## config.mk

```make
export PLATFORM = sky130hd
export DESIGN_NAME = permutation_unrank_element
export DESIGN_NICKNAME = d
export VERILOG_FILES = /design/src/hdl/pue_pkg.sv /design/src/hdl/pue_ctrl.sv /design/src/hdl/pue_datapath.sv /design/src/hdl/permutation_unrank_element.sv
export SDC_FILE = /design/constraint.sdc
export NUM_CORES = 1
export LEC_CHECK = 0
export BUFFER_PORTS_ARGS = -buffer_cell sky130_fd_sc_hd__buf_2
export CORE_UTILIZATION = 40
export CTS_BUF_LIST = sky130_fd_sc_hd__clkbuf_16
export CTS_CLUSTER_SIZE = 28
export DETAILED_ROUTE_END_ITERATION = 16
export PLACE_DENSITY_LB_ADDON = 0.2
export SLEW_MARGIN = 40
export SYNTH_ARGS = -nofsm -noshare
export SYNTH_HDL_FRONTEND = slang
export SYNTH_SLANG_ARGS = --single-unit
```

## constraint.sdc

```tcl
create_clock -name clock -period 18.65 [get_ports clock]
set_input_delay 2.7975 -clock clock [delete_from_list [all_inputs] [get_ports clock]]
set_output_delay 2.7975 -clock clock [all_outputs]
set_load 0.005 [all_outputs]
```

## src/hdl/pue_pkg.sv

```systemverilog
// Shared types, constants and the factorial table for the permutation unrank block.
package pue_pkg;

   localparam int MAX_ELEMENTS_DEFAULT = 8;
   localparam logic [3:0] ELEMENT_COUNT_RESET = 4'd8;
   localparam int REG_ELEMENT_COUNT = 0;

   typedef struct packed {
      logic [15:0] variant;
      logic [2:0]  word;
   } req_payload_type;

   typedef struct packed {
      logic [2:0] element;
      logic       range_error;
   } rsp_payload_type;

   typedef enum logic [1:0] {
      ST_IDLE,
      ST_RUN,
      ST_LAST,
      ST_WRITE
   } state_type;

   typedef struct packed {
      logic load;
      logic step;
      logic finish;
      logic write;
   } cmd_type;

   typedef struct packed {
      logic err;
      logic last;
      logic out_free;
   } status_type;

   function automatic logic [31:0] fact_f(input int unsigned i);
      logic [31:0] f;
      case (i)
         0:       f = 32'd1;
         1:       f = 32'd1;
         2:       f = 32'd2;
         3:       f = 32'd6;
         4:       f = 32'd24;
         5:       f = 32'd120;
         6:       f = 32'd720;
         7:       f = 32'd5040;
         8:       f = 32'd40320;
         9:       f = 32'd362880;
         10:      f = 32'd3628800;
         default: f = 32'd0;
      endcase
      return f;
   endfunction

endpackage

```

## src/hdl/pue_ctrl.sv

```systemverilog
// Unrank sequencer: load, one step per position, final select, write; errors go to write.
module pue_ctrl (
   input  logic                clock,
   input  logic                reset,
   input  logic                req_valid,
   output logic                req_ready,
   input  pue_pkg::status_type status,
   output pue_pkg::cmd_type    cmd
);
   import pue_pkg::*;

   state_type state_ff, state_in;

   always_ff @(posedge clock) begin
      if (reset) begin
         state_ff <= ST_IDLE;
      end else begin
         state_ff <= state_in;
      end
   end

   always_comb begin
      state_in = state_ff;
      unique case (state_ff)
         ST_IDLE: begin
            if (req_valid) state_in = ST_RUN;
         end
         ST_RUN: begin
            if (status.err) state_in = ST_WRITE;
            else if (status.last) state_in = ST_LAST;
         end
         ST_LAST: begin
            state_in = ST_WRITE;
         end
         ST_WRITE: begin
            if (status.out_free) state_in = ST_IDLE;
         end
         default: state_in = ST_IDLE;
      endcase
   end

   always_comb begin
      cmd = '0;
      req_ready = 1'b0;
      unique case (state_ff)
         ST_IDLE: begin
            req_ready = 1'b1;
            cmd.load = req_valid;
         end
         ST_RUN: begin
            cmd.step = !status.err;
         end
         ST_LAST: begin
            cmd.finish = 1'b1;
         end
         ST_WRITE: begin
            cmd.write = status.out_free;
         end
         default: begin
            cmd = '0;
         end
      endcase
   end

   a_cmd_onehot: assert property (@(posedge clock) disable iff (reset)
      $onehot0({cmd.load, cmd.step, cmd.finish, cmd.write}))
      else $error("more than one datapath command at once");

endmodule

```

## src/hdl/pue_datapath.sv

```systemverilog
// Digit extraction, unused-value selection and output register for the unrank block.
module pue_datapath #(
   parameter int MAX_ELEMENTS = pue_pkg::MAX_ELEMENTS_DEFAULT
) (
   input  logic                     clock,
   input  logic                     reset,
   input  logic [3:0]               element_count,
   input  pue_pkg::req_payload_type req_payload,
   input  pue_pkg::cmd_type         cmd,
   output pue_pkg::status_type      status,
   output logic                     rsp_valid,
   input  logic                     rsp_ready,
   output pue_pkg::rsp_payload_type rsp_payload
);
   import pue_pkg::*;

   localparam int FW = $clog2(fact_f(MAX_ELEMENTS) + 1);
   localparam int CW = (FW > 16) ? FW : 16;
   localparam int NW = $clog2(MAX_ELEMENTS + 1);
   localparam int PW = (MAX_ELEMENTS > 1) ? $clog2(MAX_ELEMENTS) : 1;
   localparam int WW = (NW > 3) ? NW : 3;

   logic [FW-1:0]           k_ff, k_in;
   logic [PW-1:0]           p_ff, word_ff, digit_ff, value_ff;
   logic [MAX_ELEMENTS-1:0] used_ff;
   logic                    err_ff, have_digit_ff, rsp_valid_ff;
   rsp_payload_type         rsp_payload_ff;

   logic [NW-1:0] n_eff;
   logic [CW-1:0] total;
   logic          load_err;
   logic [PW-1:0] digit;
   logic [FW-1:0] sub;
   logic [PW-1:0] sel;
   logic          sel_found;
   logic          out_free;

   // effective element count, clamped to 1..MAX_ELEMENTS
   always_comb begin
      if (element_count == 4'd0) n_eff = NW'(1);
      else if (32'(element_count) > 32'(MAX_ELEMENTS)) n_eff = NW'(MAX_ELEMENTS);
      else n_eff = NW'(element_count);
      total = CW'(fact_f(32'(n_eff)));
      load_err = (CW'(req_payload.variant) >= total) ||
                 (WW'(req_payload.word) >= WW'(n_eff));
   end

   // digit = floor(k / p!) by comparing against the multiples 1..MAX_ELEMENTS-1 of p!
   always_comb begin
      logic [FW-1:0] thr;
      digit = '0;
      sub = '0;
      for (int d = 1; d < MAX_ELEMENTS; d++) begin
         thr = FW'(fact_f(32'(p_ff)) * 32'(d));
         if (k_ff >= thr) begin
            digit = PW'(d);
            sub = thr;
         end
      end
      k_in = k_ff - sub;
   end

   // pick the digit-th smallest value not yet used
   always_comb begin
      logic [PW:0] seen;
      seen = '0;
      sel_found = 1'b0;
      sel = '0;
      for (int v = 0; v < MAX_ELEMENTS; v++) begin
         if (!sel_found && !used_ff[v]) begin
            if (seen == {1'b0, digit_ff}) begin
               sel_found = 1'b1;
               sel = PW'(v);
            end else begin
               seen = seen + 1'b1;
            end
         end
      end
   end

   assign out_free = !rsp_valid_ff || rsp_ready;

   always_ff @(posedge clock) begin
      if (cmd.load) begin
         k_ff <= FW'(total - CW'(1) - CW'(req_payload.variant));
         p_ff <= PW'(n_eff - NW'(1));
         word_ff <= PW'(WW'(req_payload.word));
         used_ff <= '0;
         value_ff <= '0;
         err_ff <= load_err;
      end else begin
         if (cmd.step) begin
            k_ff <= k_in;
            digit_ff <= digit;
            p_ff <= p_ff - PW'(1);
         end
         if ((cmd.step && have_digit_ff) || cmd.finish) begin
            used_ff <= used_ff | (MAX_ELEMENTS'(1) << sel);
            value_ff <= sel;
         end
      end
      if (cmd.write) begin
         rsp_payload_ff.element <= err_ff ? 3'd0 : 3'(value_ff);
         rsp_payload_ff.range_error <= err_ff;
      end
   end

   always_ff @(posedge clock) begin
      if (reset) begin
         have_digit_ff <= 1'b0;
         rsp_valid_ff <= 1'b0;
      end else begin
         if (cmd.load) have_digit_ff <= 1'b0;
         else if (cmd.step) have_digit_ff <= 1'b1;
         if (cmd.write) rsp_valid_ff <= 1'b1;
         else if (rsp_ready) rsp_valid_ff <= 1'b0;
      end
   end

   assign status.err = err_ff;
   assign status.last = (p_ff == word_ff);
   assign status.out_free = out_free;
   assign rsp_valid = rsp_valid_ff;
   assign rsp_payload = rsp_payload_ff;

   a_write_free: assert property (@(posedge clock) disable iff (reset)
      cmd.write |-> out_free)
      else $error("result written over a pending transaction");

   a_err_zero: assert property (@(posedge clock) disable iff (reset)
      (rsp_valid_ff && rsp_payload_ff.range_error) |-> (rsp_payload_ff.element == 3'd0))
      else $error("range error with nonzero element");

   a_sel_found: assert property (@(posedge clock) disable iff (reset)
      ((cmd.step && have_digit_ff) || cmd.finish) |-> sel_found)
      else $error("no unused value for digit");

endmodule

```

## src/hdl/permutation_unrank_element.sv

```systemverilog
// Top level: returns one element of permutation row variant, position word, of n elements.
// Sequence: load, run steps, final select, result write; a range error skips to the write.
// A new request is taken only in idle, after the write. One position per cycle,
// set by the digit compare against the multiples of p! and the unused-value select.
// Reset: synchronous, clears the sequencer and output valid; element_count returns to 8.
module permutation_unrank_element #(
   parameter int MAX_ELEMENTS = pue_pkg::MAX_ELEMENTS_DEFAULT
) (
   input  logic                     clock,
   input  logic                     reset,
   input  logic                     req_valid,
   output logic                     req_ready,
   input  pue_pkg::req_payload_type req_payload,
   output logic                     rsp_valid,
   input  logic                     rsp_ready,
   output pue_pkg::rsp_payload_type rsp_payload,
   input  logic                     psel,
   input  logic                     penable,
   input  logic                     pwrite,
   input  logic [2:0]               paddr,
   input  logic [31:0]              pwdata,
   output logic [31:0]              prdata,
   output logic                     pready
);
   import pue_pkg::*;

   logic [3:0] element_count_ff;
   logic       reg_hit;
   cmd_type    cmd;
   status_type status;

   // one register; paddr[2] is the register index
   assign reg_hit = (32'(paddr[2]) == REG_ELEMENT_COUNT);
   assign pready = 1'b1;
   assign prdata = reg_hit ? 32'(element_count_ff) : 32'd0;

   always_ff @(posedge clock) begin
      if (reset) begin
         element_count_ff <= ELEMENT_COUNT_RESET;
      end else if (psel && penable && pwrite && pready && reg_hit) begin
         element_count_ff <= pwdata[3:0];
      end
   end

   pue_ctrl u_ctrl (
      .clock     (clock),
      .reset     (reset),
      .req_valid (req_valid),
      .req_ready (req_ready),
      .status    (status),
      .cmd       (cmd)
   );

   pue_datapath #(
      .MAX_ELEMENTS (MAX_ELEMENTS)
   ) u_datapath (
      .clock         (clock),
      .reset         (reset),
      .element_count (element_count_ff),
      .req_payload   (req_payload),
      .cmd           (cmd),
      .status        (status),
      .rsp_valid     (rsp_valid),
      .rsp_ready     (rsp_ready),
      .rsp_payload   (rsp_payload)
   );

endmodule
```

==> results.py <==
metrics = {
    "placed_design": {
        "postPlaceCellArea_sq_mm": 0.00967,
        "dp_slack_ps": 10290,
        "port_buffers": 40,
        "gp_congestion": 0.882,
        "dp_hpwl_um": 18800,
    },
    "clock_network": {
        "cts_setup_buffers": 0,
        "worstSkewPairLatency_ps": 330,
        "cts_hold_buf": 0,
        "tritoncts": "done",
        "ctsResizeCount": 0,
        "cts.sinks": 58,
        "cts_htree_levels": 3,
        "clock_path_buffers": 2,
        "ctsRootBufferMaster": "clkbuf_16",
        "cts_inserted_buffers": 9,
        "clk_pin_slew_ps": 60,
    },
    "routing": {
        "drt-total-wl_um": 23200,
        "vias": 8010,
        "wl_met1_um": 11900,
        "ant_nets": 0,
        "wl_met2_um": 10200,
        "firstDrtPassIters": 5,
        "met3_length_um": 689,
        "topRoutingLayerUsed": "met4",
        "wl_per_cell_um": 15.8,
        "route.detailed.drc": 0,
        "drtIter0Drc": 373,
        "vias_per_cell": 5.46,
    },
    "yosys": {
        "netlist_top_cells_area": "ha_1 (23%), edfxtp_1 (9.7%), dfxtp_1 (6.0%)",
        "synth_edf_count": 30,
        "synth_top_area_share_pct": 23.3,
        "synth.avg_cell_area_sq_um": 8.11,
        "synth_cell_types": 94,
        "synthFlopType": "edfxtp_1",
        "ys_seq_area_share_pct": 15.7,
        "async_flop_share_pct": 0,
        "synth_top_area_cell": "ha_1",
        "synth.yosys.warnings": 0,
        "synth_seq_cells": 58,
        "synthesis.area_sq_mm": 0.00929,
        "netlist_instances": 1145,
    },
    "global_routing": {
        "grt_pass1_vias": 7526,
        "grt_first_pass_wirelength_um": 38300,
        "grt_usage_pct": 19.8,
        "grt_max_degree": 31,
        "antenna_found_initial": 0,
        "grt_overflow_total": 0,
    },
    "sta": {
        "drv_slew": 0,
        "fmax_mhz": 123,
        "final.setup.tns_ps": 0,
        "period_minus_slack_ps": 8120,
        "setup_ws_ps": 10530,
        "hold_viol_final": 0,
        "tightest_slew_ps": 796,
        "setup_viol": 0,
        "post-route-period-util_pct": 43.5,
        "whs_ps": 466,
        "skew_ps": 7.31,
        "rsz0062_at_grt": "no",
        "relSlewSlack_pct": 46.7,
    },
    "setup_path": {
        "rrSetupSlack_ps": 10530,
        "worst-setup-path-type": "flop to flop",
        "crit_path_top_delay_cell": "dfxtp_1",
        "worstSetupStartpointType": "flop",
        "slowest_delay_ps": 700,
        "r2r_end": "u_datapath.k_ff[15]",
        "crit_required_ps": 18830,
        "reg2reg_depth": 35,
        "cpMostUsedCell": "a21oi_1",
        "crit_path_max_fanout": 22,
        "worstPathArrival_ps": 8300,
        "critPathCaptureType": "flop",
    },
    "final_layout": {
        "antenna_cells": 0,
        "seq_area_sq_mm": 0.00146,
        "stdcell_area_sq_mm": 0.0100,
        "multi_input_area_sq_mm": 0.00719,
        "area_growth_pct": 7.64,
        "n_fill_cell": 2333,
        "finalNetCount": 1423,
        "drive_gt1_share_pct": 8.46,
    },
    "min_path": {
        "min_to": "u_datapath.used_ff[7]",
        "min_path_cells": 2,
        "hp-start": "u_datapath.used_ff[7]",
        "hp-class": "flop to flop",
    },
    "floorplanning": {
        "die_h_um": 154,
        "dieArea_sq_mm": 0.0238,
        "die_w_um": 154,
        "core_sq_mm": 0.0227,
        "rows": 55,
        "initial_core_util_pct": 40.9,
        "pin_count": 100,
    },
    "job": {
        "maxCapViolCount": 0,
    },
    "run_status": {
        "status": "finished clean",
    },
}
-- per-stage QoR --
step / utilization (%) / instances
final: 44.0 / 1467
after global routing: 44.0 / 1467
after CTS: 44.0 / 1467
after detailed placement: 42.6 / 1451
after global placement: 42.6 / 1451
after floorplan: - / 1172
-- cell usage after synthesis (4+ instances only) --
master    number
o31ai_1        5
nand4_1       11
o21a_1        18
nor2_1        82
a31o_2         4
or3_1         10
o21bai_1      23
nand2b_1      13
buf_2          4
edfxtp_1      30
nor4_1         4
nor3_1        19
mux2i_1       13
nand3_1       28
a31oi_1        6
o211ai_1       7
buf_4         30
o21ai_0       62
nand3b_1       6
a221oi_1       9
and3_1         7
inv_1        105
xnor2_1       45
clkbuf_1      16
o22ai_1        4
a21oi_1       92
ha_1         173
o221ai_1       4
xor2_1        16
a21o_1        39
nor2b_1       16
nor3b_1        4
a211o_1        6
or4_1          4
dfxtp_1       28
fa_1          12
and2_1        14
a211oi_1       6
nand2_1       87
-- kinds of logic (layout without fill, tap and decap cells) --
group	count (synthesis)	in the layout	synth area share [%]
adders and majority gates	186	186	26.0
muxes	15	15	1.68
xor gates and xnor gates	67	67	7.09
buffers and inverters	162	172	8.05
other	2	29	0.0808
AOI/OAI and AO/OA	336	336	24.5
and+or+nand+nor	319	319	16.9
DFF	58	58	15.7
-- worst max-delay path: cells and delay by family, from the launching register on --
| kind | cells | cell delay (ps) |
|---|---|---|
| AO/OA/AOI/OAI | 18 | 3460 |
| adder cells (fa/ha/maj) | 5 | 1730 |
| AND/OR/NAND/NOR | 8 | 1190 |
| flip-flops | 1 | 700 |
| XOR/XNOR | 2 | 500 |
| buffers and inverters | 1 | 240 |
| multiplexers | 1 | 140 |
-- routing by layer --
metal	track usage, %	up-vias
met1	28.3	3679
li1	-	4153
met4	4.81	0
met2	31.8	154
met5	0	-
met3	2.02	24
-- how the worst max path moves through the flow --
stage | end | slack [ps] | cells after the start
6_report | u_datapath.k_ff[15] | 10530 | 35
5_1_grt | u_datapath.k_ff[15] | 9790 | 35
4_1_cts | u_datapath.k_ff[15] | 10270 | 33
3_5_place_dp | u_datapath.k_ff[15] | 10290 | 33
3_3_place_gp | u_datapath.k_ff[15] | 10390 | 33
2_1_floorplan | u_datapath.k_ff[15] | 11730 | 36
-- cell usage in the layout, fill, tap and decap left out, types with 6 or more instances in the layout --
cell type and count:
ha_1 173, a211o_1 6, conb_1 29, and3_1 7
a21o_1 39, or3_1 10, fa_1 12, mux2i_1 13
nand2b_1 13, o211ai_1 7, nand3b_1 6, nor2b_1 16
a221oi_1 9, nand3_1 28, o21a_1 18, o21bai_1 23
clkbuf_16 10, dfxtp_1 28, buf_2 40, inv_1 105
a21oi_1 92, and2_1 14, a31oi_1 6, a211oi_1 6
buf_4 8, xor2_1 16, xnor2_1 45, nor3_1 18
nand4_1 11, nand2_1 86, o21ai_0 61, nor2_1 82
edfxtp_1 30
-- cell type report --
class	count	area share (%)
clock buffers	10	2.50
repair buffers	48	2.60
multi-input cells	952	71.9
well taps	285	3.57
clock inverters	6	0.713
flip-flops and latches	58	14.6
inverters	108	4.07
Power is left out: the tool's default activity adds up to more than one toggle a clock period on the data nets, which glitch-free logic cannot reach.
